[src/mkv_pkg.sv]
`timescale 1ns / 1ps

package mkv_pkg;

  localparam int ENTRY_W   = 16;
  localparam int POP_W     = 32;
  localparam int STEP_W    = 8;
  localparam int CFG_IDX_W = 2;
  localparam int FRAC_W    = 15;
  localparam int PROD_W    = 2 * ENTRY_W;
  localparam int WPROD_W   = POP_W + ENTRY_W;

  localparam logic [ENTRY_W-1:0] ONE_Q15  = 16'd32768;
  localparam logic [ENTRY_W-1:0] ZERO_Q15 = 16'd0;
  localparam logic [ENTRY_W-1:0] HALF_Q15 = 16'd16384;

  localparam logic [CFG_IDX_W-1:0] REG_T_FIRST_FIRST   = 2'd0;
  localparam logic [CFG_IDX_W-1:0] REG_T_FIRST_SECOND  = 2'd1;
  localparam logic [CFG_IDX_W-1:0] REG_T_SECOND_FIRST  = 2'd2;
  localparam logic [CFG_IDX_W-1:0] REG_T_SECOND_SECOND = 2'd3;

  localparam logic [ENTRY_W-1:0] RST_T_FIRST_FIRST   = 16'd29491;
  localparam logic [ENTRY_W-1:0] RST_T_FIRST_SECOND  = 16'd3277;
  localparam logic [ENTRY_W-1:0] RST_T_SECOND_FIRST  = 16'd6554;
  localparam logic [ENTRY_W-1:0] RST_T_SECOND_SECOND = 16'd26214;

  typedef struct packed {
    logic load;
    logic step;
  } lane_ctl_t;

  typedef struct packed {
    logic mul_en;
  } pop_ctl_t;

endpackage

[src/mkv_pop_lane.sv]
`timescale 1ns / 1ps

module mkv_pop_lane
  import mkv_pkg::*;
(
  input  logic               clk,
  input  pop_ctl_t           ctl,
  input  logic [POP_W-1:0]   p0,
  input  logic [POP_W-1:0]   p1,
  input  logic [ENTRY_W-1:0] w0,
  input  logic [ENTRY_W-1:0] w1,
  output logic [POP_W-1:0]   value
);

  logic [WPROD_W-1:0]         prod0;
  logic [WPROD_W-1:0]         prod1;
  logic [WPROD_W:0]           acc;
  logic [WPROD_W-FRAC_W:0]    rnd;

  always_ff @(posedge clk) begin
    if (ctl.mul_en) begin
      prod0 <= p0 * w0;
      prod1 <= p1 * w1;
    end
  end

  assign acc = {1'b0, prod0} + {1'b0, prod1} + (WPROD_W+1)'(HALF_Q15);
  assign rnd = acc[WPROD_W:FRAC_W];

  always_comb begin
    if (rnd[WPROD_W-FRAC_W:POP_W] != '0) begin
      value = '1;
    end else begin
      value = rnd[POP_W-1:0];
    end
  end

endmodule

[config.mk]
export PLATFORM = sky130hd
export DESIGN_NAME = mkv_pop_lane
export DESIGN_NICKNAME = d
export VERILOG_FILES = /design/src/mkv_pkg.sv /design/src/mkv_pop_lane.sv
export SDC_FILE = /design/constraint.sdc
export NUM_CORES = 2
export LEC_CHECK = 0
export ABC_AREA = 1
export BUFFER_PORTS_ARGS = -buffer_cell sky130_fd_sc_hd__buf_2
export CELL_PAD_IN_SITES_DETAIL_PLACEMENT = 1
export CELL_PAD_IN_SITES_GLOBAL_PLACEMENT = 1
export CORE_MARGIN = 2
export CORE_UTILIZATION = 44
export CTS_CLUSTER_DIAMETER = 80
export DETAILED_ROUTE_END_ITERATION = 16
export PLACE_DENSITY = 0.86
export SYNTH_ARGS = -nofsm -noshare
export SYNTH_HDL_FRONTEND = slang
export SYNTH_SLANG_ARGS = --single-unit
[constraint.sdc]
create_clock -name clk -period 18.1 [get_ports clk]
set_input_delay 1.81 -clock clk [delete_from_list [all_inputs] [get_ports clk]]
set_output_delay 1.81 -clock clk [all_outputs]
set_load 0.01 [all_outputs]
==> impl_metrics.yaml <==
run_status:
  outcome: "finished clean"
grt:
  grtUsageTotal: 0.2882
  grt_pass1_vias: 40630
  overflow: 0
  grt_max_degree: 77
  antenna_found_initial: 0
  grt_first_pass_wirelength_um: 215500
clock_tree:
  htree_num_levels: 3
  cts_setup_buffers: 0
  cts_resized: 0
  cts_tree: "done"
  clkSinkCount: 96
  cts.clk_slew.worst_paths_ps: 70
  hold_buffers: 0
  cts_buffers: 9
  clock_path_buffers: 2
  clock-root-buffer: "clkbuf_16"
routing:
  vias: 35350
  drtAntennaViolNets: 0
  wl_per_cell_um: 19.92
  firstDrtPassIters: 7
  post-route-drc-count: 0
  drt_iter0_markers: 2401
  vias_per_cell: 5.270
  routed_wl_um: 133600
logic_synthesis:
  synth.top_cell.area_share: 0.4070
  syn_inst: 5537
  ys_seq_area_frac: 0.07010
  yosysUniqueCellTypes: 31
  ys_seq_elements: 96
  syn_area_per_cell_um2: 7.427
  synth_top_area_cell: "fa_1"
  netlist_area_um2: 41120
  synth.area.top_cells: "fa_1 (41%), nand2_1 (15%), inv_1 (14%), ha_1 (10%), edfxtp_1 (7.0%)"
  async_reset_ff_frac: 0
  synth_fp_nets: 6804
  yosys_warnings: 0
  ys.flop_type: "edfxtp_1"
  synth_edf_count: 96
setup_path:
  crit_family: "adder cells"
  crit_required_ps: 18210
  slowest_delay_ps: 600
  critPathArrivalTime_ps: 7890
  end_kind: "flop"
  critPathMaxFanout: 32
  worstPathCellList: "buf_2, nand2_1, fa_1, inv_1, fa_1, fa_1, fa_1, fa_1, inv_1, fa_1, inv_1, ha_1, nand2_1, nor2_1, nand2_1, nor4_1, nand2_1, o211ai_1, nand2_1, nand3_1, nand2_1"
  crit_type: "primary input to flop"
  crit_buf_inv: 4
  slowest_stage: "buf_2"
  critPathLaunchType: "primary input"
layout:
  syn_to_final_growth_pct: 3.974
  drive_above_1_share: 0.02787
  diodes: 0
  fin_nets: 6718
sta:
  hold_viol_final: 0
  tightest_slew_ps: 1087
  grt_setup_unrepaired: "no"
  timing.final.crit_share: 0.4300
  min_period_ps: 7783
  setup_violations: 0
  setup_tns_ps: 0
  max_freq_mhz: 128.5
  slew_viol_final: 0
  slew_headroom: 0.2751
placement:
  io_buffers: 129
  finalWeightedCongestion: 0.9666
  place_hpwl_um: 113200
hold_path:
  worstHoldStart: "ctl"
  hp-class: "primary input to flop"
  whs_endpoint: "prod1[2]"
  worstHoldPathCells: 1
die:
  die_x_um: 309.7
  dieArea_um2: 95920
  rows: 112
  ios: 130
  die_y_um: 309.7
  core_um2: 92910
  initial_core_util: 0.4426
run:
  drv_cap: 0
[metrics by stage]
| stage | hold slack, ps | utilization | std cells | cell area, µm² | setup slack [ps] |
|---|---|---|---|---|---|
| floorplan | 1923 | - | 5537 | 41120 | 11050 |
| global placement | 2216 | 0.4571 | 6694 | 42470 | 10180 |
| detailed placement | 2227 | 0.4571 | 6694 | 42470 | 10020 |
| CTS | 1847 | 0.4602 | 6708 | 42750 | 10390 |
| global route | 1863 | 0.4602 | 6708 | 42750 | 9975 |
| finish | 1853 | 0.4602 | 6708 | 42750 | 10320 |
[synthesized netlist by cell type, types with 33 or more instances]
library cell / n
fa_1: 836
xor2_1: 53
edfxtp_1: 96
inv_1: 1542
xnor2_1: 33
o21ai_0: 86
a21oi_1: 190
nor3_1: 33
nor2_1: 216
ha_1: 333
clkbuf_1: 224
nand2_1: 1690
nand3_1: 100
[area by class of cell]
class                      count  area, µm²
multi-input combinational   3671      31570
clock buffer                  10      229.0
tap                         1254       1569
sequential                    96       2883
timing repair buffer         130      655.6
clock inverter                 4      55.05
fill                       11790      50150
inverter                    1543       5792
[how the worst max path moves through the flow]
stage | start | slack [ps] | depth (start not counted) | endpoint
2_1_floorplan | p1[7] | 11050 | 24 | prod1[34]
3_3_place_gp | w1[7] | 10180 | 21 | prod1[42]
3_5_place_dp | w1[7] | 10020 | 21 | prod1[42]
4_1_cts | w1[7] | 10390 | 21 | prod1[42]
5_1_grt | w1[7] | 9970 | 21 | prod1[42]
6_report | w1[7] | 10320 | 21 | prod1[42]
[kinds of logic (layout without fill, tap and decap cells)]
group / Yosys count / in the layout / synth area share
compound gates: 327 / 327 / 0.04278
buf+inv: 1770 / 1687 / 0.1621
simple gates: 2089 / 2089 / 0.1984
xor+xnor: 86 / 86 / 0.01832
flops: 96 / 96 / 0.07010
fa+ha+maj: 1169 / 1169 / 0.5083
[sequential cells by signal, summed over array words and instances (netlist names)]
name	cells
prod0	48
prod1	48
[layer usage]
metal / GRT usage / share of wire / vias to the layer above / wire length, µm
met1: 0.3710 / 0.41 / 18020 / 54970
met2: 0.4938 / 0.49 / 1292 / 65050
met3: 0.03716 / 0.063 / 326 / 8382
li1: - / - / 15720 / -
met4: 0.1102 / 0.039 / 0 / 5229
met5: 0 / 0 / - / 0
[placed cells by master, fill, tap and decap left out, types with 2 or more instances in the layout]
cell,n
o21ai_0,86
edfxtp_1,96
nor3_2,2
clkbuf_16,9
nand3_1,100
nor2_2,2
nand2_2,2
buf_2,128
nor2_1,216
nand4_1,30
and2_1,3
nand2_1,1690
inv_1,1542
nand3b_1,5
nor2_4,2
o211ai_1,8
nor3_1,33
nor4_1,4
o21bai_1,17
xor2_1,53
buf_4,2
a21oi_1,190
ha_1,333
fa_1,836
o21a_1,8
a21boi_0,2
a21o_1,10
xnor2_1,33
a31oi_1,4
Power is left out: the tool's default activity adds up to more than one toggle a clock period on the data nets, which glitch-free logic cannot reach.
