--- src/mkv_pkg.sv ---
`timescale 1ns / 1ps

package mkv_pkg;

  localparam int ENTRY_W   = 16;
  localparam int POP_W     = 32;
  localparam int STEP_W    = 8;
  localparam int CFG_IDX_W = 2;
  localparam int FRAC_W    = 15;
  localparam int PROD_W    = 2 * ENTRY_W;
  localparam int WPROD_W   = POP_W + ENTRY_W;

  localparam logic [ENTRY_W-1:0] ONE_Q15  = 16'd32768;
  localparam logic [ENTRY_W-1:0] ZERO_Q15 = 16'd0;
  localparam logic [ENTRY_W-1:0] HALF_Q15 = 16'd16384;

  localparam logic [CFG_IDX_W-1:0] REG_T_FIRST_FIRST   = 2'd0;
  localparam logic [CFG_IDX_W-1:0] REG_T_FIRST_SECOND  = 2'd1;
  localparam logic [CFG_IDX_W-1:0] REG_T_SECOND_FIRST  = 2'd2;
  localparam logic [CFG_IDX_W-1:0] REG_T_SECOND_SECOND = 2'd3;

  localparam logic [ENTRY_W-1:0] RST_T_FIRST_FIRST   = 16'd29491;
  localparam logic [ENTRY_W-1:0] RST_T_FIRST_SECOND  = 16'd3277;
  localparam logic [ENTRY_W-1:0] RST_T_SECOND_FIRST  = 16'd6554;
  localparam logic [ENTRY_W-1:0] RST_T_SECOND_SECOND = 16'd26214;

  typedef struct packed {
    logic load;
    logic step;
  } lane_ctl_t;

  typedef struct packed {
    logic mul_en;
  } pop_ctl_t;

endpackage

--- src/mkv_entry_lane.sv ---
`timescale 1ns / 1ps

module mkv_entry_lane
  import mkv_pkg::*;
(
  input  logic               clk,
  input  lane_ctl_t          ctl,
  input  logic [ENTRY_W-1:0] init,
  input  logic [ENTRY_W-1:0] row0,
  input  logic [ENTRY_W-1:0] row1,
  input  logic [ENTRY_W-1:0] col0,
  input  logic [ENTRY_W-1:0] col1,
  output logic [ENTRY_W-1:0] entry
);

  logic [PROD_W-1:0]         prod0;
  logic [PROD_W-1:0]         prod1;
  logic [PROD_W:0]           acc;
  logic [PROD_W-FRAC_W:0]    rnd;
  logic [ENTRY_W-1:0]        entry_next;

  assign prod0 = row0 * col0;
  assign prod1 = row1 * col1;
  assign acc   = {1'b0, prod0} + {1'b0, prod1} + (PROD_W+1)'(HALF_Q15);
  assign rnd   = acc[PROD_W:FRAC_W];

  always_comb begin
    if (rnd[PROD_W-FRAC_W:ENTRY_W] != '0) begin
      entry_next = '1;
    end else begin
      entry_next = rnd[ENTRY_W-1:0];
    end
  end

  always_ff @(posedge clk) begin
    if (ctl.load) begin
      entry <= init;
    end else if (ctl.step) begin
      entry <= entry_next;
    end
  end

endmodule

--- config.mk ---
export PLATFORM = sky130hd
export DESIGN_NAME = mkv_entry_lane
export DESIGN_NICKNAME = d
export VERILOG_FILES = /design/src/mkv_pkg.sv /design/src/mkv_entry_lane.sv
export SDC_FILE = /design/constraint.sdc
export NUM_CORES = 1
export LEC_CHECK = 0
export BUFFER_PORTS_ARGS = -buffer_cell sky130_fd_sc_hd__buf_2
export CAP_MARGIN = 20
export CORE_ASPECT_RATIO = 2
export CORE_MARGIN = 5
export CORE_UTILIZATION = 45
export DETAILED_ROUTE_END_ITERATION = 8
export PLACE_DENSITY_LB_ADDON = 0.3
export SLEW_MARGIN = 20
export SYNTH_ARGS = -nofsm -noshare
export SYNTH_HDL_FRONTEND = slang
export SYNTH_SLANG_ARGS = --single-unit
--- constraint.sdc ---
create_clock -name clk -period 7.9 [get_ports clk]
set_input_delay 1.58 -clock clk [delete_from_list [all_inputs] [get_ports clk]]
set_output_delay 1.58 -clock clk [all_outputs]
set_load 0.01 [all_outputs]
==> out/summary.txt, run 1 <==
WP buf/inv: 6
Max stage delay on crit path: 0.63 ns
Slew Limit Fails: 0
Worst slew pin tran: 0.633 ns
Largest net degree at the start of global routing: 19
Hold_sp: init[1]
Seq/Total Area, Yosys: 2.63%
Top cell type's share of synthesized area: 49.1%
Post-detail-place hpwl: 43.7 mm
Avg Cell Area, Syn: 9.42 µm²
Status: finished, violations left
Clk slew on worst S/H paths: 0.05 ns
Dpl ws: -0.822 ns
WL/cell: 17.4 µm
Die W: 152 µm
FFs w/ async S/R, synth: 0%
TritonRoute pass-1 iters: 5
Delay-heaviest family, CP: adder cells
Number of synthesized flops with an enable pin: 16
Cell taking the most area after synthesis: fa_1
Max FO, Critical Path: 6
IO Port Bufs: 98
Die Y: 295 µm
HP Class: input port to flip-flop
Worst Hold Depth: 3
H-Tree Depth: 1
CP arrival: 8.18 ns
Final Wtd Congestion: 0.913
I/O pins: 99
Layout cells sized above 1: 18.3%
Distinct cell type count after synthesis: 52
Top post-synthesis cells by area: fa_1 49%, ha_1 14%, and2_1 12%
TritonCTS Buffers: 3
# hold bufs at CTS: 0
Vias in the first global route: 15735
Setup_tns: -4.09 ns
Layout area overhead: 17.5%
Routed vias: 13208
CP Cell Sequence: buf_12, buf_6, and2_4, fa_1, inv_2, fa_1, inv_2, fa_1, fa_2, fa_1, fa_1, fa_2, fa_1, ha_4, buf_6, nand2_4, a2111oi_4, o32ai_4, o311ai_4, buf_4, nand2_4, o211ai_1, xnor2_1, a31oi_1
Post-route ant nets: 0
#FFs+latches synth: 16
Number of inserted diodes: 0
Setup violators final: 16
Row count: 104
Reg with most FFs: entry
Crit. Startpoint: col1[6]
Core ar.: 0.0402 mm²
Post-route minimum period: 8.19 ns
Die ar.: 0.0450 mm²
DRT Wirelength: 46.8 mm
Finished Core Util: 53.4%
Initial Utilization: 45.4%
Commonest non-fill, non-tap cell in the layout: inv_1
GRT Total Usage: 21.7%
Max FFs per register: 16
Layout net count: 2897
DRT iter0 DRCs: 398
Synthesized instance count: 1940
Final Hold Viols: 0
Clk sinks: 16
Largest regs: entry: 16 flops
CP max stage cell: fa_2
Commonest cells after routing, fill and taps aside: 514 x inv_1, 433 x fa_1, 310 x and2_1
Final Worst Setup Slack: -0.286 ns
Startpoint types: input port
First-pass GRT wire length: 78.0 mm
Setup Crit Path Kind: input port to flip-flop
Max Fclk: 0.122 GHz
Slew margin rel.: 57.5%
Vias per Instance: 4.92
Tcrit/Tclk final: 104%
Root Buffer Master: clkbuf_16
Failing checks: negative setup slack
Prevailing post-synth register cell: edfxtp_1
Mapped cell area: 0.0183 mm²
Overflow after GRT: 0
Worst hold path endpoint: entry[1]
Clock buffer depth: 2
Synth warn: 0
Syn Nets: 2680
CTS tree: yes
Cell repeated most along the worst path: fa_1
DR DRC count: 0
RSZ-0062 raised after global routing: yes
WP data required: 7.89 ns
Max_cap viols: 0
Initial antenna violation count: 0
CP Capture Type: flip-flop
==> final cells by class <==
type                       count  area, µm²
fill                        3643      18800
clock buffer                   3       75.1
inverter                     521       1960
sequential                    16        480
multi-input combinational   1333      16000
timing repair buffer         282       2310
tap                          530        663
==> stage by stage <==
step           std cells  area (µm²)  hold WS [ns]
2_1_floorplan       1940       18700          1.82
3_3_place_gp        2676       20700          1.93
3_5_place_dp        2676       20700          1.94
4_1_cts             2683       21300          1.67
5_1_grt             2685       21500          1.68
6_report            2685       21500          1.68
==> cell usage after synthesis (2+ instances only) <==
cell      instances
inv_1           521
fa_1            448
and2_1          342
ha_1            209
nand2_1         186
clkbuf_1         66
a21oi_1          22
edfxtp_1         16
nor2_1           13
xnor2_1          13
o21ai_0          10
a32oi_2           9
a21o_1            7
a32oi_1           7
nor3_1            6
xor2_1            6
nand4_1           5
o21a_1            5
a211o_1           4
a31oi_1           4
and3_1            3
nor2b_1           3
o211ai_1          3
nand3_1           2
o21ai_2           2
o31ai_1           2
==> how the worst max path moves through the flow <==
stage                     slack [ns]  depth (start not counted)        end
final                          -0.29                         24  entry[11]
after floorplan                -0.05                         22  entry[12]
after detailed placement       -0.82                         26  entry[10]
after CTS                      -0.27                         23  entry[12]
after global placement         -0.81                         24  entry[12]
after global routing           -0.51                         23  entry[11]
==> per-layer routing <==
metal  vias to the layer above  global-route usage, %  part of all wire, %
met2                       266                   44.8                   58
met1                      6757                   22.1                   34
met3                       108                   1.74                  2.8
met5                         -                      0                    0
li1                       6077                      -                    -
met4                         0                   8.83                  5.0
==> cells by family after synthesis <==
family          count (synthesis)  share of synthesized area, %
simple gates                  569                          16.9
flops                          16                          2.63
fa+ha+maj                     657                          63.4
xor+xnor                       20                          1.00
buf+inv                       591                          12.2
compound gates                 87                          3.85
==> what timing repair did <==
item | in CTS | in global routing
pin swaps | 43 | 27
endpoints found under the setup margin | 16 | 16
setup buffers | 4 | 2
gates cloned | 1 | 1
resized for setup | 159 | 20
Power of run 1 is left out: the tool's default activity adds up to more than one toggle a clock period on the data nets, which glitch-free logic cannot reach.
==> run 2: changes to the inputs <==
--- a/config.mk
+++ b/config.mk
@@ -7,7 +7,7 @@
 export LEC_CHECK = 0
 export BUFFER_PORTS_ARGS = -buffer_cell sky130_fd_sc_hd__buf_2
 export CAP_MARGIN = 20
-export CORE_ASPECT_RATIO = 2
+export CORE_ASPECT_RATIO = 1.2
 export CORE_MARGIN = 5
 export CORE_UTILIZATION = 45
 export DETAILED_ROUTE_END_ITERATION = 8
==> out/summary.txt, run 2 (synthesis results as in run 1) <==
Dpl ws: -0.692 ns
TritonCTS Buffers: 3
Die Y: 231 µm
Area of the multi-input gates: 0.0159 mm²
Startpoint types: input port
Clock buffer depth: 2
CP Cell Sequence: clkbuf_4, and2_4, fa_1, inv_1, fa_1, inv_1, fa_1, inv_1, fa_1, inv_1, fa_1, fa_2, fa_2, fa_1, ha_4, nand4_2, a2111oi_4, o32ai_4, o311ai_4, buf_4, nand2_2, o211ai_1, xnor2_1, a31oi_1
Metal-1 WL: 20.0 mm
Vias in the first global route: 14935
WP buf/inv: 6
DR WL met2: 22.4 mm
Delay-heaviest family, CP: adder cells
First-pass GRT wire length: 77.0 mm
Row count: 80
Post-detail-place hpwl: 41.9 mm
CTS tree: yes
CP max stage cell: fa_2
Sequential Area: 480 µm²
Final Wtd Congestion: 0.894
Max FO, Critical Path: 6
Slew Limit Fails: 0
Failing checks: negative setup slack
Routed wl met3: 1.58 mm
Routed vias: 13213
Tcrit/Tclk final: 103%
Post-route ant nets: 0
Overflow after GRT: 0
Setup Crit Path Kind: input port to flip-flop
Worst slew pin tran: 0.598 ns
Max Fclk: 0.123 GHz
Post-route minimum period: 8.14 ns
IO Port Bufs: 98
Largest net degree at the start of global routing: 19
Clk slew on worst S/H paths: 0.05 ns
Final Hold Viols: 0
RSZ-0062 raised after global routing: yes
Filler instances: 3624
Commonest non-fill, non-tap cell in the layout: inv_1
Max stage delay on crit path: 0.55 ns
Max_cap viols: 0
WL/cell: 16.7 µm
Core ar.: 0.0399 mm²
Clk sinks: 16
Reg with most FFs: entry
Final Worst Setup Slack: -0.237 ns
DRT iter0 DRCs: 520
Hold slack final: 1.68 ns
Setup violators final: 16
Top sig layer: met5
HP Class: input port to flip-flop
Root Buffer Master: clkbuf_16
DRT Wirelength: 45.1 mm
I/O pins: 99
CP arrival: 8.12 ns
Max FFs per register: 16
Slew margin rel.: 59.8%
Layout net count: 2905
Vias per Instance: 4.90
CP Capture Type: flip-flop
Initial antenna violation count: 1
Status: finished, violations left
Largest regs: entry: 16 flops
Initial Utilization: 45.7%
Die ar.: 0.0447 mm²
TritonRoute pass-1 iters: 5
Cell repeated most along the worst path: fa_1
DR DRC count: 0
GRT Total Usage: 20.9%
H-Tree Depth: 1
Number of inserted diodes: 0
WP data required: 7.89 ns
Layout cells sized above 1: 17.9%
Layout area overhead: 16.2%
Die W: 194 µm
Commonest cells after routing, fill and taps aside: 517 x inv_1, 434 x fa_1, 320 x and2_1
run 2: cell types whose count changed in the layout (fill, tap and decap cells not counted), sizes merged:
cell,delta
clkbuf,+8
run 2: stage by stage:
stage	cell area, µm²	utilization, %	TNS [ns]	cells
after floorplan	18700	-	-0.355	1940
after global placement	20800	52.0	-9.89	2692
after detailed placement	20800	52.0	-9.86	2692
after CTS	21100	52.7	-4.77	2696
after global routing	21200	53.1	-6.43	2696
final	21200	53.1	-3.51	2696
run 2: repair_timing:
| action | in CTS | in global routing |
|---|---|---|
| pin swaps | 31 | 16 |
| endpoints found under the hold margin | 0 | 0 |
| setup endpoints to repair | 16 | 16 |
| cloned | 0 | 0 |
| hold buffers | 0 | 0 |
| buffers inserted | 1 | 0 |
| gates resized for setup | 56 | 54 |
run 2: cell type report:
type | instances | area share (%)
Sequential cell | 16 | 2.26
Multi-Input combinational cell | 1333 | 74.9
Clock buffer | 3 | 0.354
Timing Repair Buffer | 290 | 10.1
Inverter | 521 | 9.22
Tap cell | 533 | 3.14
run 2: worst paths after layout:
kind / from / end / slack (ns) / depth (start not counted)
max: row1[7] / entry[11] / -0.24 / 24
min: init[4] / entry[4] / 1.68 / 3
run 2: metal layers:
layer  GRT usage [%]  vias to the layer above
li1                -                     6091
met1            29.0                     6791
met2            37.3                      271
met3            1.25                       58
met4            3.32                        2
met5               0                        -
Power of run 2 is left out for the same reason.
==> run 3: changes to the inputs <==
--- a/config.mk
+++ b/config.mk
@@ -9,10 +9,9 @@
 export CAP_MARGIN = 20
 export CORE_ASPECT_RATIO = 1.2
 export CORE_MARGIN = 5
-export CORE_UTILIZATION = 45
+export CORE_UTILIZATION = 35
 export DETAILED_ROUTE_END_ITERATION = 8
 export PLACE_DENSITY_LB_ADDON = 0.3
-export SLEW_MARGIN = 20
 export SYNTH_ARGS = -nofsm -noshare
 export SYNTH_HDL_FRONTEND = slang
 export SYNTH_SLANG_ARGS = --single-unit
==> out/summary.txt, run 3 (synthesis results as in run 1) <==
Initial Utilization: 35.4%
Commonest cells after routing, fill and taps aside: 510 x inv_1, 427 x fa_1, 313 x and2_1
Routed vias: 13020
RSZ-0062 raised after global routing: yes
Tcrit/Tclk final: 103%
WP data required: 7.88 ns
Max_cap viols: 0
Core ar.: 0.0516 mm²
CTS tree: yes
CP arrival: 8.13 ns
CP Capture Type: flip-flop
Layout area overhead: 18.8%
Vias per Instance: 4.54
Final Worst Setup Slack: -0.254 ns
Failing checks: negative setup slack
Sequential Area: 480 µm²
Root Buffer Master: clkbuf_16
Largest net degree at the start of global routing: 19
DR DRC count: 0
Routed wl met3: 1.29 mm
Clk slew on worst S/H paths: 0.05 ns
DR WL met2: 23.6 mm
Max Fclk: 0.123 GHz
Post-route insts no fill: 2868
GRT Total Usage: 17.3%
Post-route ant nets: 0
Row count: 91
First-pass GRT wire length: 79.9 mm
Post-detail-place hpwl: 43.2 mm
TritonRoute pass-1 iters: 5
Layout net count: 2912
Overflow after GRT: 0
WL/cell: 16.3 µm
Die ar.: 0.0569 mm²
DRT iter0 DRCs: 371
Top sig layer: met5
Filler instances: 5025
Metal-1 WL: 20.6 mm
Startpoint types: input port
Commonest non-fill, non-tap cell in the layout: inv_1
Post-route minimum period: 8.15 ns
# hold bufs at CTS: 0
Number of inserted diodes: 0
Vias in the first global route: 15201
Setup Crit Path Kind: input port to flip-flop
Slew Limit Fails: 0
I/O pins: 99
Final Hold Viols: 0
Largest regs: entry: 16 flops
Worst Hold Depth: 3
Initial antenna violation count: 1
Final Wtd Congestion: 0.850
Layout cells sized above 1: 19.4%
Setup violators final: 16
Slew margin rel.: 57.8%
HP Class: input port to flip-flop
Clk sinks: 16
Max FO, Critical Path: 8
Reg with most FFs: entry
Area of the multi-input gates: 0.0160 mm²
Die Y: 260 µm
Status: finished, violations left
H-Tree Depth: 1
Max FFs per register: 16
Dpl ws: -0.776 ns
Placed cells: 2847
TritonCTS Buffers: 3
Clock buffer depth: 2
IO Port Bufs: 98
DRT Wirelength: 46.7 mm
Worst slew pin tran: 0.629 ns
Die W: 219 µm
## run 3: cell types whose count changed in the layout (fill, tap and decap cells not counted), sizes merged
cell	change
buf	+10
clkbuf	-3
clkinv	+1
## run 3: worst paths after layout
path | slack [ns] | end | startpoint
worst max-delay path | -0.25 | entry[2] | col1[6]
worst min-delay path | 1.68 | entry[0] | init[0]
## run 3: stage by stage
stage	TNS, ns	hold slack [ns]	utilization (%)	cell area [µm²]
after floorplan	-0.355	1.82	-	18700
after global placement	-11.48	1.93	40.5	20900
after detailed placement	-11.63	1.93	40.5	20900
after CTS	-4.93	1.68	41.5	21400
after global routing	-7.21	1.69	42.1	21700
final	-3.80	1.68	42.1	21700
## run 3: layout make-up
cell class	instances	area share (%)
tap	697	4.02
timing repair buffer	297	10.5
clock inverter	1	0.0173
sequential	16	2.21
clock buffer	3	0.346
multi-input combinational	1333	73.8
inverter	521	9.01
## run 3: worst max-delay path, stage by stage
cell	delay (ns)
buf_4	0.15
and2_4	0.16
fa_1	0.53
inv_1	0.06
fa_1	0.52
inv_1	0.05
fa_1	0.51
fa_2	0.62
fa_1	0.45
fa_2	0.55
fa_2	0.47
fa_1	0.55
ha_4	0.23
nand4_1	0.14
nor2_1	0.06
a311o_1	0.41
nor4_4	0.29
o21ai_4	0.11
o21ai_2	0.16
xnor2_2	0.13
buf_6	0.15
clkbuf_16	0.15
a32oi_1	0.09
## run 3: per-layer routing
layer / vias up / track usage, %
met5: - / 0
met4: 2 / 3.45
met3: 65 / 1.44
met2: 192 / 31.1
met1: 6658 / 23.0
li1: 6103 / -
## run 3: timing repair
| item | in CTS | in global routing |
|---|---|---|
| cloned | 0 | 1 |
| resized for setup | 97 | 65 |
| pin swaps | 51 | 45 |
| endpoints found under the setup margin | 16 | 16 |
| setup buffers | 11 | 5 |
Power of run 3 is left out for the same reason.
